## src/sv/plds_pkg.sv

```systemverilog
`default_nettype none
// ----------------------------------------------------------------------------
// plds_pkg
// Shared types and constants for the synthesizer divider plan search.
// ----------------------------------------------------------------------------
package plds_pkg;

   // Sequencer states
   typedef enum logic [2:0] {
      ST_IDLE,
      ST_PREP,
      ST_CHECK,
      ST_DIV,
      ST_MUL,
      ST_EVAL,
      ST_ACT,
      ST_FIN
   } state_type;

   // Configuration register indexes
   localparam logic CSR_IDX_REFCLK = 1'b0;
   localparam logic CSR_IDX_OFFSET = 1'b1;

   localparam int REQ_W    = 32;
   localparam int REFCLK_W = 27;
   localparam int OFFSET_W = 25;
   localparam int T_W      = 34;
   localparam int N_W      = 15;
   localparam int D_W      = 28;
   localparam int BAND_N   = 7;

   localparam logic [REFCLK_W-1:0] REFCLK_RST = 27'd4000000;
   localparam logic [OFFSET_W-1:0] OFFSET_RST = 25'h185EE00; // -8000000

   localparam logic signed [T_W-1:0] T_MIN = 34'sd500000000;
   localparam logic signed [T_W-1:0] T_MAX = 34'sd2600000000;
   localparam logic [REQ_W-1:0]      HALF_MIN = 32'd1150000000;

   localparam logic [20:0] CLK_PER_R_MIN  = 21'd150000;  // r*150000 <= refclk
   localparam logic [20:0] CLK_PER_R_SKIP = 21'd2000000; // skip r*2e6 < refclk
   localparam logic [16:0] ERR_STOP       = 17'd75000;
   localparam logic [D_W-1:0] ERR_INIT    = 28'd10000000;
   localparam logic [N_W-1:0] N_MIN       = 15'd256;
   localparam logic [REQ_W-1:0] SAT_MAX   = 32'hFFFFFFFF;

   // VCO band thresholds in Hz, ascending
   localparam logic [T_W-1:0] BAND_EDGE [BAND_N] = '{
      34'd2433000000, 34'd2711000000, 34'd3025000000, 34'd3341000000,
      34'd3727000000, 34'd4143000000, 34'd4493000000
   };

endpackage
`default_nettype wire

```

## src/sv/pll_divider_plan_search_unit.sv

```systemverilog
`default_nettype none
// ----------------------------------------------------------------------------
// pll_divider_plan_search_unit
// Integer-N divider planner: offset, range check, band pick, divider search.
// ----------------------------------------------------------------------------
// Sequence: offset, then range check and band pick, then per reference divider
//   tried a check, a radix-2 restoring divider that rounds n, a multiply and an
//   evaluation; a divider ruled out by the reference clock costs only the check.
// Throughput: one beat at a time; req_stall is high from accept until the
//   result is loaded into the output register.
// Reset: synchronous, clears the sequencer and output valid and loads
//   refclk_hz = 4 MHz and lo_offset_hz = -8 MHz.

module pll_divider_plan_search_unit #(
   parameter int MAX_REF_DIV = 128
) (
   input  wire logic                           clock,
   input  wire logic                           reset,
   // configuration
   input  wire logic                           csr_wr_en,
   input  wire logic                           csr_index,
   input  wire logic [plds_pkg::REFCLK_W-1:0]  csr_wdata,
   // request channel
   input  wire logic                           req_valid,
   output logic                                req_stall,
   input  wire logic [plds_pkg::REQ_W-1:0]     req_requested_hz,
   // response channel
   output logic                                rsp_valid,
   input  wire logic                           rsp_stall,
   output logic                                rsp_ok,
   output logic [2:0]                          rsp_ref_div_code,
   output logic [plds_pkg::N_W-1:0]            rsp_feedback_n,
   output logic                                rsp_half_mode,
   output logic [2:0]                          rsp_vco_band,
   output logic [plds_pkg::REQ_W-1:0]          rsp_actual_hz
);

   // Largest divider exponent: r = 2**k, k = 1 .. K_MAX
   localparam int K_MAX  = $clog2(MAX_REF_DIV + 1) - 1;
   localparam int K_W    = $clog2(K_MAX + 2);
   localparam int UT_W   = plds_pkg::REQ_W;
   localparam int RC_W   = plds_pkg::REFCLK_W;
   localparam int N_W    = plds_pkg::N_W;
   localparam int D_W    = plds_pkg::D_W;
   localparam int NUM_W  = UT_W + K_MAX + 2;
   localparam int DEN_W  = RC_W + N_W;
   localparam int DIV_W  = ((NUM_W > DEN_W) ? NUM_W : DEN_W) + 1;
   localparam int PROD_W = N_W + RC_W;
   localparam int TR_W   = UT_W + K_MAX;
   localparam int DIFF_W = ((PROD_W > TR_W) ? PROD_W : TR_W) + 1;
   localparam int CMP_W  = D_W + 4 + K_MAX;
   localparam int SH_W   = 21 + K_MAX + 1;
   localparam int ACT_W  = ((NUM_W > PROD_W) ? NUM_W : PROD_W) + 2;
   localparam int IDX_W  = $clog2(N_W);

   // ---------------------------------------------------------------------
   // Registers
   // ---------------------------------------------------------------------
   plds_pkg::state_type state_ff, state_in;

   logic [RC_W-1:0]                   refclk_ff;
   logic [plds_pkg::OFFSET_W-1:0]     offset_ff;

   logic signed [plds_pkg::T_W-1:0]   t_ff, t_in;
   logic [UT_W-1:0]                   ut_ff, ut_in;
   logic                              half_ff, half_in;
   logic [2:0]                        band_ff, band_in;
   logic [K_W-1:0]                    k_ff, k_in;
   logic [DIV_W-1:0]                  rem_ff, rem_in;
   logic [N_W-1:0]                    q_ff, q_in;
   logic [IDX_W-1:0]                  div_idx_ff, div_idx_in;
   logic [PROD_W-1:0]                 prod_ff, prod_in;
   logic [K_W-1:0]                    best_k_ff, best_k_in;
   logic [N_W-1:0]                    best_n_ff, best_n_in;
   logic [PROD_W-1:0]                 best_prod_ff, best_prod_in;
   logic [D_W-1:0]                    best_d_ff, best_d_in;
   logic                              found_ff, found_in;
   logic signed [ACT_W-1:0]           act_num_ff, act_num_in;

   logic                              rsp_valid_ff, rsp_valid_in;
   logic                              rsp_ok_ff, rsp_ok_in;
   logic [2:0]                        rsp_code_ff, rsp_code_in;
   logic [N_W-1:0]                    rsp_n_ff, rsp_n_in;
   logic                              rsp_half_ff, rsp_half_in;
   logic [2:0]                        rsp_band_ff, rsp_band_in;
   logic [UT_W-1:0]                   rsp_hz_ff, rsp_hz_in;

   // ---------------------------------------------------------------------
   // Shared conditions
   // ---------------------------------------------------------------------
   logic                 req_take;
   logic                 slot_free;
   logic                 range_bad;
   logic                 chk_done;
   logic                 chk_skip;
   logic                 mul_skip;
   logic [DIV_W-1:0]     div_sub;
   logic                 div_hit;
   logic [DIFF_W-1:0]    diff;
   logic [D_W-1:0]       d_cur;
   logic                 ev_near;
   logic                 ev_better;
   logic [SH_W-1:0]      refclk_sh;
   logic [ACT_W-1:0]     act_shift;

   assign req_take  = req_valid && !req_stall;
   assign slot_free = !rsp_valid_ff || !rsp_stall;
   assign range_bad = (t_ff < plds_pkg::T_MIN) || (t_ff > plds_pkg::T_MAX);

   // Candidate bound: stop past the largest r or once r*150 kHz exceeds refclk
   assign refclk_sh = SH_W'(refclk_ff);
   assign chk_done  = (k_ff > K_W'(K_MAX)) ||
                      ((SH_W'(plds_pkg::CLK_PER_R_MIN) << k_ff) > refclk_sh);
   assign chk_skip  = (SH_W'(plds_pkg::CLK_PER_R_SKIP) << k_ff) < refclk_sh;
   assign mul_skip  = q_ff < plds_pkg::N_MIN;

   // Divider step: try 2*refclk shifted to the current quotient bit
   assign div_sub = DIV_W'({refclk_ff, 1'b0}) << div_idx_ff;
   assign div_hit = rem_ff >= div_sub;

   // Error of the current candidate, scaled by r
   always_comb begin
      logic [DIFF_W-1:0] tr;
      logic [DIFF_W-1:0] pr;
      tr   = DIFF_W'(ut_ff) << k_ff;
      pr   = DIFF_W'(prod_ff);
      diff = (pr > tr) ? (pr - tr) : (tr - pr);
   end
   assign d_cur     = D_W'(diff);
   assign ev_near   = CMP_W'(d_cur) < (CMP_W'(plds_pkg::ERR_STOP) << k_ff);
   assign ev_better = ((CMP_W'(d_cur) * CMP_W'(10)) << best_k_ff) <
                      ((CMP_W'(best_d_ff) * CMP_W'(9)) << k_ff);

   assign act_shift = $unsigned(act_num_ff) >> best_k_ff;

   // ---------------------------------------------------------------------
   // Next state
   // ---------------------------------------------------------------------
   always_comb begin
      state_in = state_ff;
      unique case (state_ff)
         plds_pkg::ST_IDLE: begin
            if (req_take) begin
               state_in = plds_pkg::ST_PREP;
            end
         end
         plds_pkg::ST_PREP: begin
            state_in = range_bad ? plds_pkg::ST_FIN : plds_pkg::ST_CHECK;
         end
         plds_pkg::ST_CHECK: begin
            priority if (chk_done) begin
               state_in = found_ff ? plds_pkg::ST_ACT : plds_pkg::ST_FIN;
            end else if (chk_skip) begin
               state_in = plds_pkg::ST_CHECK;
            end else begin
               state_in = plds_pkg::ST_DIV;
            end
         end
         plds_pkg::ST_DIV: begin
            if (div_idx_ff == '0) begin
               state_in = plds_pkg::ST_MUL;
            end
         end
         plds_pkg::ST_MUL: begin
            state_in = mul_skip ? plds_pkg::ST_CHECK : plds_pkg::ST_EVAL;
         end
         plds_pkg::ST_EVAL: begin
            state_in = ev_near ? plds_pkg::ST_ACT : plds_pkg::ST_CHECK;
         end
         plds_pkg::ST_ACT: begin
            state_in = plds_pkg::ST_FIN;
         end
         plds_pkg::ST_FIN: begin
            if (slot_free) begin
               state_in = plds_pkg::ST_IDLE;
            end
         end
         default: begin
            state_in = plds_pkg::ST_IDLE;
         end
      endcase
   end

   // ---------------------------------------------------------------------
   // Datapath and outputs
   // ---------------------------------------------------------------------
   always_comb begin
      logic [plds_pkg::T_W-1:0] vco;
      logic [2:0]               band_cnt;

      t_in         = t_ff;
      ut_in        = ut_ff;
      half_in      = half_ff;
      band_in      = band_ff;
      k_in         = k_ff;
      rem_in       = rem_ff;
      q_in         = q_ff;
      div_idx_in   = div_idx_ff;
      prod_in      = prod_ff;
      best_k_in    = best_k_ff;
      best_n_in    = best_n_ff;
      best_prod_in = best_prod_ff;
      best_d_in    = best_d_ff;
      found_in     = found_ff;
      act_num_in   = act_num_ff;

      rsp_valid_in = rsp_valid_ff && rsp_stall;
      rsp_ok_in    = rsp_ok_ff;
      rsp_code_in  = rsp_code_ff;
      rsp_n_in     = rsp_n_ff;
      rsp_half_in  = rsp_half_ff;
      rsp_band_in  = rsp_band_ff;
      rsp_hz_in    = rsp_hz_ff;

      vco      = '0;
      band_cnt = '0;

      unique case (state_ff)
         plds_pkg::ST_IDLE: begin
            // target = request - offset, sign-extended
            if (req_take) begin
               t_in = $signed({2'b00, req_requested_hz}) -
                      $signed(plds_pkg::T_W'($signed(offset_ff)));
            end
         end
         plds_pkg::ST_PREP: begin
            ut_in   = t_ff[UT_W-1:0];
            half_in = t_ff[UT_W-1:0] >= plds_pkg::HALF_MIN;
            vco     = half_in ? {1'b0, t_ff[UT_W-1:0], 1'b0} : {t_ff[UT_W-1:0], 2'b00};
            for (int i = 0; i < plds_pkg::BAND_N; i++) begin
               if (vco >= plds_pkg::BAND_EDGE[i]) begin
                  band_cnt = band_cnt + 3'd1;
               end
            end
            band_in   = band_cnt;
            k_in      = K_W'(1);
            best_k_in = '0;
            best_d_in = plds_pkg::ERR_INIT;
            found_in  = 1'b0;
         end
         plds_pkg::ST_CHECK: begin
            priority if (chk_done) begin
               k_in = k_ff;
            end else if (chk_skip) begin
               k_in = k_ff + K_W'(1);
            end else begin
               // numerator 2*t*r + refclk, divided by 2*refclk with rounding
               rem_in     = DIV_W'((NUM_W'(ut_ff) << (k_ff + K_W'(1))) +
                                   NUM_W'(refclk_ff));
               q_in       = '0;
               div_idx_in = IDX_W'(N_W - 1);
            end
         end
         plds_pkg::ST_DIV: begin
            if (div_hit) begin
               rem_in = rem_ff - div_sub;
            end
            q_in = {q_ff[N_W-2:0], div_hit};
            if (div_idx_ff != '0) begin
               div_idx_in = div_idx_ff - IDX_W'(1);
            end
         end
         plds_pkg::ST_MUL: begin
            if (mul_skip) begin
               k_in = k_ff + K_W'(1);
            end else begin
               prod_in = PROD_W'(q_ff) * PROD_W'(refclk_ff);
            end
         end
         plds_pkg::ST_EVAL: begin
            if (ev_near || ev_better) begin
               best_k_in    = k_ff;
               best_n_in    = q_ff;
               best_prod_in = prod_ff;
               found_in     = 1'b1;
            end
            if (!ev_near) begin
               if (ev_better) begin
                  best_d_in = d_cur;
               end
               k_in = k_ff + K_W'(1);
            end
         end
         plds_pkg::ST_ACT: begin
            // 2*t*r - (n+1)*refclk + r/2, divided by r at the end
            act_num_in = $signed(ACT_W'(ut_ff) << (best_k_ff + K_W'(1))) +
                         $signed(ACT_W'(1) << (best_k_ff - K_W'(1))) -
                         $signed(ACT_W'(best_prod_ff)) -
                         $signed(ACT_W'(refclk_ff));
         end
         plds_pkg::ST_FIN: begin
            // load the output register once it is free
            if (slot_free) begin
               rsp_valid_in = 1'b1;
               rsp_ok_in    = found_ff;
               if (found_ff) begin
                  rsp_code_in = 3'(best_k_ff - K_W'(1));
                  rsp_n_in    = best_n_ff + N_W'(1);
                  rsp_half_in = half_ff;
                  rsp_band_in = band_ff;
                  priority if (act_num_ff[ACT_W-1]) begin
                     rsp_hz_in = '0;
                  end else if (act_shift > ACT_W'(plds_pkg::SAT_MAX)) begin
                     rsp_hz_in = plds_pkg::SAT_MAX;
                  end else begin
                     rsp_hz_in = act_shift[UT_W-1:0];
                  end
               end else begin
                  rsp_code_in = '0;
                  rsp_n_in    = '0;
                  rsp_half_in = 1'b0;
                  rsp_band_in = '0;
                  rsp_hz_in   = '0;
               end
            end
         end
         default: begin
            found_in = found_ff;
         end
      endcase
   end

   always_ff @(posedge clock) begin
      if (reset) begin
         state_ff     <= plds_pkg::ST_IDLE;
         rsp_valid_ff <= 1'b0;
         found_ff     <= 1'b0;
         best_k_ff    <= '0;
         div_idx_ff   <= '0;
         refclk_ff    <= plds_pkg::REFCLK_RST;
         offset_ff    <= plds_pkg::OFFSET_RST;
      end else begin
         state_ff     <= state_in;
         rsp_valid_ff <= rsp_valid_in;
         found_ff     <= found_in;
         best_k_ff    <= best_k_in;
         div_idx_ff   <= div_idx_in;
         if (csr_wr_en) begin
            unique case (csr_index)
               plds_pkg::CSR_IDX_REFCLK: refclk_ff <= csr_wdata;
               plds_pkg::CSR_IDX_OFFSET: offset_ff <= csr_wdata[plds_pkg::OFFSET_W-1:0];
               default:                  refclk_ff <= refclk_ff;
            endcase
         end
      end
   end

   // Payload: no reset
   always_ff @(posedge clock) begin
      t_ff         <= t_in;
      ut_ff        <= ut_in;
      half_ff      <= half_in;
      band_ff      <= band_in;
      k_ff         <= k_in;
      rem_ff       <= rem_in;
      q_ff         <= q_in;
      prod_ff      <= prod_in;
      best_n_ff    <= best_n_in;
      best_prod_ff <= best_prod_in;
      best_d_ff    <= best_d_in;
      act_num_ff   <= act_num_in;
      rsp_ok_ff    <= rsp_ok_in;
      rsp_code_ff  <= rsp_code_in;
      rsp_n_ff     <= rsp_n_in;
      rsp_half_ff  <= rsp_half_in;
      rsp_band_ff  <= rsp_band_in;
      rsp_hz_ff    <= rsp_hz_in;
   end

   assign req_stall        = (state_ff != plds_pkg::ST_IDLE);
   assign rsp_valid        = rsp_valid_ff;
   assign rsp_ok           = rsp_ok_ff;
   assign rsp_ref_div_code = rsp_code_ff;
   assign rsp_feedback_n   = rsp_n_ff;
   assign rsp_half_mode    = rsp_half_ff;
   assign rsp_vco_band     = rsp_band_ff;
   assign rsp_actual_hz    = rsp_hz_ff;

`ifndef ASSERT_OFF
   // A plan that passes always has a feedback count above 256
   a_ok_n_floor: assert property (@(posedge clock) disable iff (reset)
      rsp_valid && rsp_ok |-> rsp_feedback_n > plds_pkg::N_MIN)
      else $error("plan with feedback count at or below floor");

   // A failed plan carries all-zero fields
   a_fail_zero: assert property (@(posedge clock) disable iff (reset)
      rsp_valid && !rsp_ok |-> rsp_feedback_n == '0 && rsp_actual_hz == '0 &&
                               rsp_vco_band == '0 && !rsp_half_mode)
      else $error("failed plan with nonzero fields");

   // The divider runs its full count of steps
   a_div_steps: assert property (@(posedge clock) disable iff (reset)
      state_ff == plds_pkg::ST_DIV && div_idx_ff != '0 |=> state_ff == plds_pkg::ST_DIV)
      else $error("divider left early");

   // A kept candidate always has a legal divider exponent
   a_best_k: assert property (@(posedge clock) disable iff (reset)
      found_ff |-> best_k_ff >= K_W'(1) && best_k_ff <= K_W'(K_MAX))
      else $error("kept candidate exponent out of range");

   // A new response only comes out of the finish step
   a_rsp_src: assert property (@(posedge clock) disable iff (reset)
      $rose(rsp_valid) |-> $past(state_ff) == plds_pkg::ST_FIN)
      else $error("response raised outside finish step");
`endif

endmodule
`default_nettype wire
```

## config.mk

```make
export PLATFORM = sky130hd
export DESIGN_NAME = pll_divider_plan_search_unit
export DESIGN_NICKNAME = d
export VERILOG_FILES = /design/src/sv/plds_pkg.sv /design/src/sv/pll_divider_plan_search_unit.sv
export SDC_FILE = /design/constraint.sdc
export NUM_CORES = 2
export LEC_CHECK = 0
export BUFFER_PORTS_ARGS = -buffer_cell sky130_fd_sc_hd__buf_4
export CAP_MARGIN = 20
export CORE_ASPECT_RATIO = 1.75
export CORE_MARGIN = 2
export CORE_UTILIZATION = 40
export DETAILED_ROUTE_END_ITERATION = 16
export PLACE_DENSITY = 0.66
export SLEW_MARGIN = 10
export SYNTH_ARGS = -nofsm -noshare
export SYNTH_HDL_FRONTEND = slang
export SYNTH_SLANG_ARGS = --single-unit
```

## constraint.sdc

```tcl
create_clock -name clock -period 21.2 [get_ports clock]
set_input_delay 2.12 -clock clock [delete_from_list [all_inputs] [get_ports clock]]
set_output_delay 2.12 -clock clock [all_outputs]
set_load 0.01 [all_outputs]
```

Yosys cells after proc, flatten, opt, wreduce, memory -nomap -nowiden

Cells that the tools add are included.

Add/sub/neg operators: 19
$mul: 3
Divide/modulo/power cells: 0
$lt $le $gt $ge: 19
Eq/ne operators: 19
Shifts and indexed selects: 11
Multiplexer cells: 51
Bitwise gates (word level): 3
Reductions and logical operators: 30

Operators with widths:

| operator                                                                          | count |
|---|---|
| 34-bit by 32-bit >= comparator with 1-bit output, second input constant           | 6 |
| 43-bit 2-to-1 mux                                                                 | 3 |
| 43-bit case mux with 2 select lines                                               | 1 |
| 32-bit by 4-bit << shifter with 43-bit output                                     | 2 |
| 28-bit 2-to-1 mux                                                                 | 3 |
| 32-bit by 4-bit << shifter with 39-bit output                                     | 2 |
| 3-bit 2-to-1 mux                                                                  | 19 |
| 28-bit case mux with 2 select lines                                               | 1 |
| 28-bit subtractor                                                                 | 2 |
| 44-bit adder                                                                      | 1 |
| 44-bit by 32-bit greater-than comparator with 1-bit output, second input constant | 1 |
| 1-bit by 4-bit << shifter with 44-bit output, first input constant                | 1 |
| 32-bit by 4-bit << shifter with 44-bit output                                     | 1 |
| 44-bit by 4-bit >> shifter with 44-bit output                                     | 1 |
| 44-bit by 28-bit subtractor with 44-bit output                                    | 1 |
| 44-bit by 43-bit subtractor with 44-bit output                                    | 1 |
| 43-bit by 27-bit adder with 43-bit output                                         | 1 |
| 43-bit >= comparator                                                              | 1 |
| 42-bit by 43-bit greater-than comparator with 1-bit output                        | 1 |
| 28-bit by 4-bit << shifter with 43-bit output                                     | 1 |
| 43-bit subtractor                                                                 | 1 |
| 15-bit by 27-bit multiplier with 42-bit output                                    | 1 |
| 28-bit by 39-bit less-than comparator with 1-bit output                           | 1 |
| 39-bit less-than comparator                                                       | 1 |
| 46 further kinds                                                                  | 101 |

Register bits: 423
Bits in latches: 0
Memory bits (writable): 0
Memory bits (read-only): 0
Input bits: 65
Memories kept: 0

Depth between registers and ports, before layout

Depth after elaboration: 22
Mapped depth: 58
Mapped depth without buffers: 52

Worst setup path before layout

OpenSTA, ideal clock, no wires.

Kind: reg2reg
From: register k_ff[0]
To: register best_d_ff[0], enable pin
Setup time: 0.565 ns
Data arrival time: 14.712 ns
Required time: 20.635 ns
Path slack: 5.923 ns
Cell stages (with the launch flop): 52
Buffers on the path: 7
Clock period less this slack: 15.277 ns
Cell sequence: edfxtp_1 buf_2 buf_1 clkbuf_1 buf_1 clkbuf_1 mux2i_1 a21oi_1 a21oi_1 nand2_1 o21ai_0 inv_1 ha_1 clkbuf_1 nand4_1 nor4_1 nand4_1 o211ai_1 [... 16 more ...] and2_1 o31a_1 or2_2 xor2_1 mux4_2 mux2i_1 mux2i_1 ha_1 nor2b_1 o21ai_0 nand2b_1 a21oi_1 nor2b_1 o21ai_0 nand2b_1 a221oi_1 o31ai_1 a2111oi_0

Word-level cells in the longest chain between the ends: 8
Elaborated cells on any way between the ends: 14

RTL lines:

| what                                                                                                   | line                                | source |
|---|---|---|
| start: declaration                                                                                     | pll_divider_plan_search_unit.sv:68  | `logic [K_W-1:0] k_ff, k_in;` |
| start signal: assignment                                                                               | pll_divider_plan_search_unit.sv:354 | `k_ff <= k_in;` |
| 32-bit by 4-bit << shifter with 43-bit output                                                          | pll_divider_plan_search_unit.sv:125 | `tr = DIFF_W'(ut_ff) << k_ff;` |
| 42-bit by 43-bit greater-than comparator with 1-bit output / 28-bit subtractor (equally long branches) | pll_divider_plan_search_unit.sv:127 | `diff = (pr > tr) ? (pr - tr) : (tr - pr);` |
| 28-bit 2-to-1 mux                                                                                      | pll_divider_plan_search_unit.sv:127 |  |
| 28-bit by 3-bit multiplier with 31-bit output                                                          | pll_divider_plan_search_unit.sv:131 | `assign ev_better = ((CMP_W'(d_cur) * CMP_W'(10)) << best_k_ff) <` |
| 32-bit by 4-bit << shifter with 39-bit output                                                          | pll_divider_plan_search_unit.sv:131 |  |
| 39-bit less-than comparator                                                                            | pll_divider_plan_search_unit.sv:131 |  |
| 2-bit inequality test (no line)                                                                        | -                                   |  |
| 3-bit AND reduction (no line) (*)                                                                      | -                                   |  |
| end signal: assignment                                                                                 | pll_divider_plan_search_unit.sv:360 | `best_d_ff <= best_d_in;` |
| end: declaration                                                                                       | pll_divider_plan_search_unit.sv:76  | `logic [D_W-1:0] best_d_ff, best_d_in;` |

Mark *: on every way between the ends. The rest lies on a longest branch, timed or not.
A chain may end at the register's enable or synchronous reset.

Worst setup path in the final report

From: register k_ff[0]
To: register best_n_ff[8], enable pin

Word-level cells in the longest chain between the ends: 8
Elaborated cells on any way between the ends: 13

RTL lines:

| what                                                                                                   | line                                | source |
|---|---|---|
| 32-bit by 4-bit << shifter with 43-bit output                                                          | pll_divider_plan_search_unit.sv:125 |  |
| 42-bit by 43-bit greater-than comparator with 1-bit output / 28-bit subtractor (equally long branches) | pll_divider_plan_search_unit.sv:127 |  |
| 28-bit 2-to-1 mux                                                                                      | pll_divider_plan_search_unit.sv:127 |  |
| 28-bit by 3-bit multiplier with 31-bit output                                                          | pll_divider_plan_search_unit.sv:131 |  |
| 32-bit by 4-bit << shifter with 39-bit output                                                          | pll_divider_plan_search_unit.sv:131 |  |
| 39-bit less-than comparator                                                                            | pll_divider_plan_search_unit.sv:131 |  |
| 1-bit logical OR (*)                                                                                   | pll_divider_plan_search_unit.sv:271 | `if (ev_near \|\| ev_better) begin` |
| 2-bit AND reduction (no line) (*)                                                                      | -                                   |  |
| end signal: assignment                                                                                 | pll_divider_plan_search_unit.sv:358 | `best_n_ff <= best_n_in;` |
| end: declaration                                                                                       | pll_divider_plan_search_unit.sv:74  | `logic [N_W-1:0] best_n_ff, best_n_in;` |

Marked as above.

==> results.txt <==
----------------------------------------------------
[Logic synthesis]
  Mapped cell area ... slightly below 60000 um2
  Number of register bits inferred by synthesis ... 423
  Synthesis Warnings ... 0
  Dominant cell type by area after synthesis ... sky130_fd_sc_hd__edfxtp_1
  Synthesized area divided by synthesized cell count ... between 8 and 9 um2
  Number of distinct standard cells referenced by the synthesized netlist ... 95
  Register area share after synthesis ... between 20% and 30%
  Multiplexer fraction of the synthesized cell area ... under 10%
  Largest family of logic cells by synthesized area ... adder cells
  Most numerous cell in the Yosys netlist ... sky130_fd_sc_hd__nand2_1
  Post-synthesis async set-or-reset flop share ... 0%
  Top cell types by occurrence after synthesis ... sky130_fd_sc_hd__nand2_1, sky130_fd_sc_hd__inv_1, sky130_fd_sc_hd__ha_1
  Post-Synth Simple-Gate Area ... between 10% and 20%
  Count of flip-flops with a built-in enable after synthesis ... 358
  Cells after synthesis ... between 6000 and 7000
  XOR/XNOR Fraction of Synth Area ... under 10%
  Leading register cell type out of synthesis ... sky130_fd_sc_hd__edfxtp_1
  Fraction of synthesized cell area taken by the top area cell type ... between 10% and 20%
  Adder-Cell Fraction of Synth Area ... between 20% and 30%
  Synth Net Count ... about 7900
  Leading post-synthesis cells by cell area ... sky130_fd_sc_hd__edfxtp_1, sky130_fd_sc_hd__fa_1, sky130_fd_sc_hd__ha_1
  Compound-cell area share of the yosys netlist ... between 10% and 20%

[Worst setup path]
  Nature of the critical path endpoint ... register
  Worst path max stage delay ... 780 ps
  Reg-to-reg critical path startpoint ... k_ff[0]
  Critical-path cell with the highest stage delay ... sky130_fd_sc_hd__buf_4
  CP Max Fanout ... between 70 and 80
  Data arrival time of the worst path ... between 10000 and 15000 ps
  Critical path start-end classification ... reg2reg
  Start point of the critical path ... k_ff[0]
  Crit path required time ... roughly 21000 ps
  CP Launch Type ... register

[Hold path]
  Worst hold-check path type ... reg2reg
  HP Start ... refclk_ff[13]

[STA]
  Transition at the pin with the smallest max-transition slack ... 1270 ps
  Period Utilization, post-route ... 62.9%
  Max Transition Viols Final ... 0
  Final hold violation count ... 0
  RSZ-0062 raised after global routing ... false
  Normalized max-slew margin ... about 15%
  Number of setup violations in the final report ... 0
  Achievable Freq ... 75.0 MHz
  Post-Route Skew ... 42.9 ps
  Final TNS setup ... 0 ps
  Fin crit period ... roughly 13000 ps

[GRT]
  Wire length of the first global-routing pass ... roughly 330000 um
  Overall routing resource usage ... between 30 and 40%
  Number of antenna violations at the first check in global routing ... 18
  Via count of the first global-routing pass ... about 52000
  Largest net degree at the start of global routing ... 81
  Overflow after GRT ... 0

[Cells and area]
  Fillcell total ... approximately 14000
  Count of placed standard cells in the final layout, fillers left out ... approximately 8700
  Area grow syn2layout ... 7.62%
  Net count reported at finish ... 7767
  Share of the core filled with cells in the final layout ... 43.2%
  Share of layout cells above drive strength 1 ... ~8.4%
  Cell area after layout ... between 60000 and 70000 um2

[Detailed routing]
  Met2 Wirelength ... approximately 110000 um
  Uppermost metal layer occupied by signal nets ... met5
  Number of antenna-violating nets in the routed design ... 0
  Overall routed net length ... approximately 220000 um
  Average wire per standard cell ... 25.9 um
  DR vias/cell ... a little under 6
  Number of iterations in the first detailed-routing pass ... 6
  DRT iter0 DRCs ... 4161
  Via total after detailed routing ... between 50000 and 60000
  M1 wire length ... around 73000 um
  Detail Route met3 WL ... about 14000 um
  Count of unresolved DRC violations after routing ... 0

[Placement]
  Placed cells ... around 8600
  Placed instance area ... 60900 um2
  HPWL after DPL ... 177000 um
  GP Congestion ... 1.12
  IO Port Bufs ... 121

[Die]
  Number of placement rows ... roughly 190
  X dimension of the die ... around 290 um
  Top-level I/O count ... 122
  Height of the die ... between 500 and 600 um
  Die area ... between 100000 and 150000 um2
  Initial Util ... roughly 40%
  Placeable Area ... about 140000 um2

[CTS]
  Count of hold buffers inserted by post-cts repair ... 0
  Clock transition at the registers of the reported paths ... roughly 70 ps
  Clock root cell ... sky130_fd_sc_hd__clkbuf_16
  Buffers from clock root to sink, at most ... 3
  Clk sink count ... 423
  Later-pin clock latency in the skew report ... around 670 ps
  Clock tree from TritonCTS ... done
  Number of post-CTS setup repair buffers ... 0
  Cts repair resizes ... 0
  TritonCTS Buffers ... 46
  Deepest level of the CTS H-tree ... 2

[Run]
  Max-cap violations ... 0

[Run status]
  Run status ... finished, final reports clean

----------------------------------------------------
-- cell type report --
cell class                      instances  area, um2  area share, %
Inverter                              613       2300           3.68
Antenna cell                           15       37.5         0.0600
Clock buffer                           50       1170           1.86
Multi-Input combinational cell       5422      42400           67.7
Clock inverter                         36        419          0.670
Tap cell                             1870       2340           3.74
Timing Repair Buffer                  245       1860           2.97
Sequential cell                       423      12100           19.3
-- worst paths after layout --
kind	end	slack [ps]	cells after the start
min	refclk_ff[13]	450	2
min reg2reg	refclk_ff[13]	450	2
max	best_n_ff[8]	7870	55
max reg2reg	best_n_ff[8]	7870	55
-- placed cells by master, fill, tap and decap left out, types with 85 or more instances in the layout --
cell                       instances
sky130_fd_sc_hd__nor3_1           88
sky130_fd_sc_hd__nor2b_1          87
sky130_fd_sc_hd__nand3_1         123
sky130_fd_sc_hd__mux4_2           89
sky130_fd_sc_hd__a21o_1          174
sky130_fd_sc_hd__buf_4           243
sky130_fd_sc_hd__and2_1          234
sky130_fd_sc_hd__ha_1            576
sky130_fd_sc_hd__xnor2_1         188
sky130_fd_sc_hd__a21oi_1         534
sky130_fd_sc_hd__mux2i_1         225
sky130_fd_sc_hd__nand2_1         933
sky130_fd_sc_hd__fa_1            372
sky130_fd_sc_hd__edfxtp_1        358
sky130_fd_sc_hd__nor2_1          444
sky130_fd_sc_hd__o21ai_0         357
sky130_fd_sc_hd__inv_1           601
sky130_fd_sc_hd__xor2_1           85
-- cell families (layout without fill, tap and decap cells) --
group,Yosys count,in the layout
AOI/OAI and AO/OA,1559,1559
and+or+nand+nor,2250,2250
buffers and inverters,1002,944
muxes,383,383
DFF,423,423
other,0,15
adders and majority gates,951,951
xor gates and xnor gates,279,279
-- through the flow --
stage	hold slack (ps)	setup slack, ps
after floorplan	424	5920
after global placement	442	8150
after detailed placement	448	8170
after CTS	457	8100
after global routing	476	6760
final	454	7870
-- sequential cells by signal (all words and copies together), names as in the netlist, 3 cells and up --
register / flops
offset_ff: 25
act_num_ff: 44
band_ff: 3
state_ff: 3
best_d_ff: 28
rsp_vco_band: 3
best_k_ff: 4
rem_ff: 43
prod_ff: 42
ut_ff: 32
k_ff: 4
rsp_ref_div_code: 3
rsp_feedback_n: 15
t_ff: 34
div_idx_ff: 4
best_n_ff: 15
refclk_ff: 27
best_prod_ff: 42
rsp_actual_hz: 32
q_ff: 15
-- metal layers --
layer	up-vias	GRT usage, %
met3	817	4.89
met1	24800	29.2
li1	23600	-
met2	2138	52.5
met4	8	31.1
met5	-	0
-- critical path, delay by kind of cell, from the launching register on --
| kind | cells | cell delay, ps |
|---|---|---|
| buffers and inverters | 8 | 2680 |
| DFF | 1 | 350 |
| xor gates and xnor gates | 3 | 720 |
| and+or+nand+nor | 18 | 3220 |
| muxes | 1 | 140 |
| adders and majority gates | 3 | 1150 |
| AOI/OAI and AO/OA | 22 | 4520 |
Power is not shown: default switching activity piles up to over one toggle a cycle in this logic, so the estimate is an artifact.
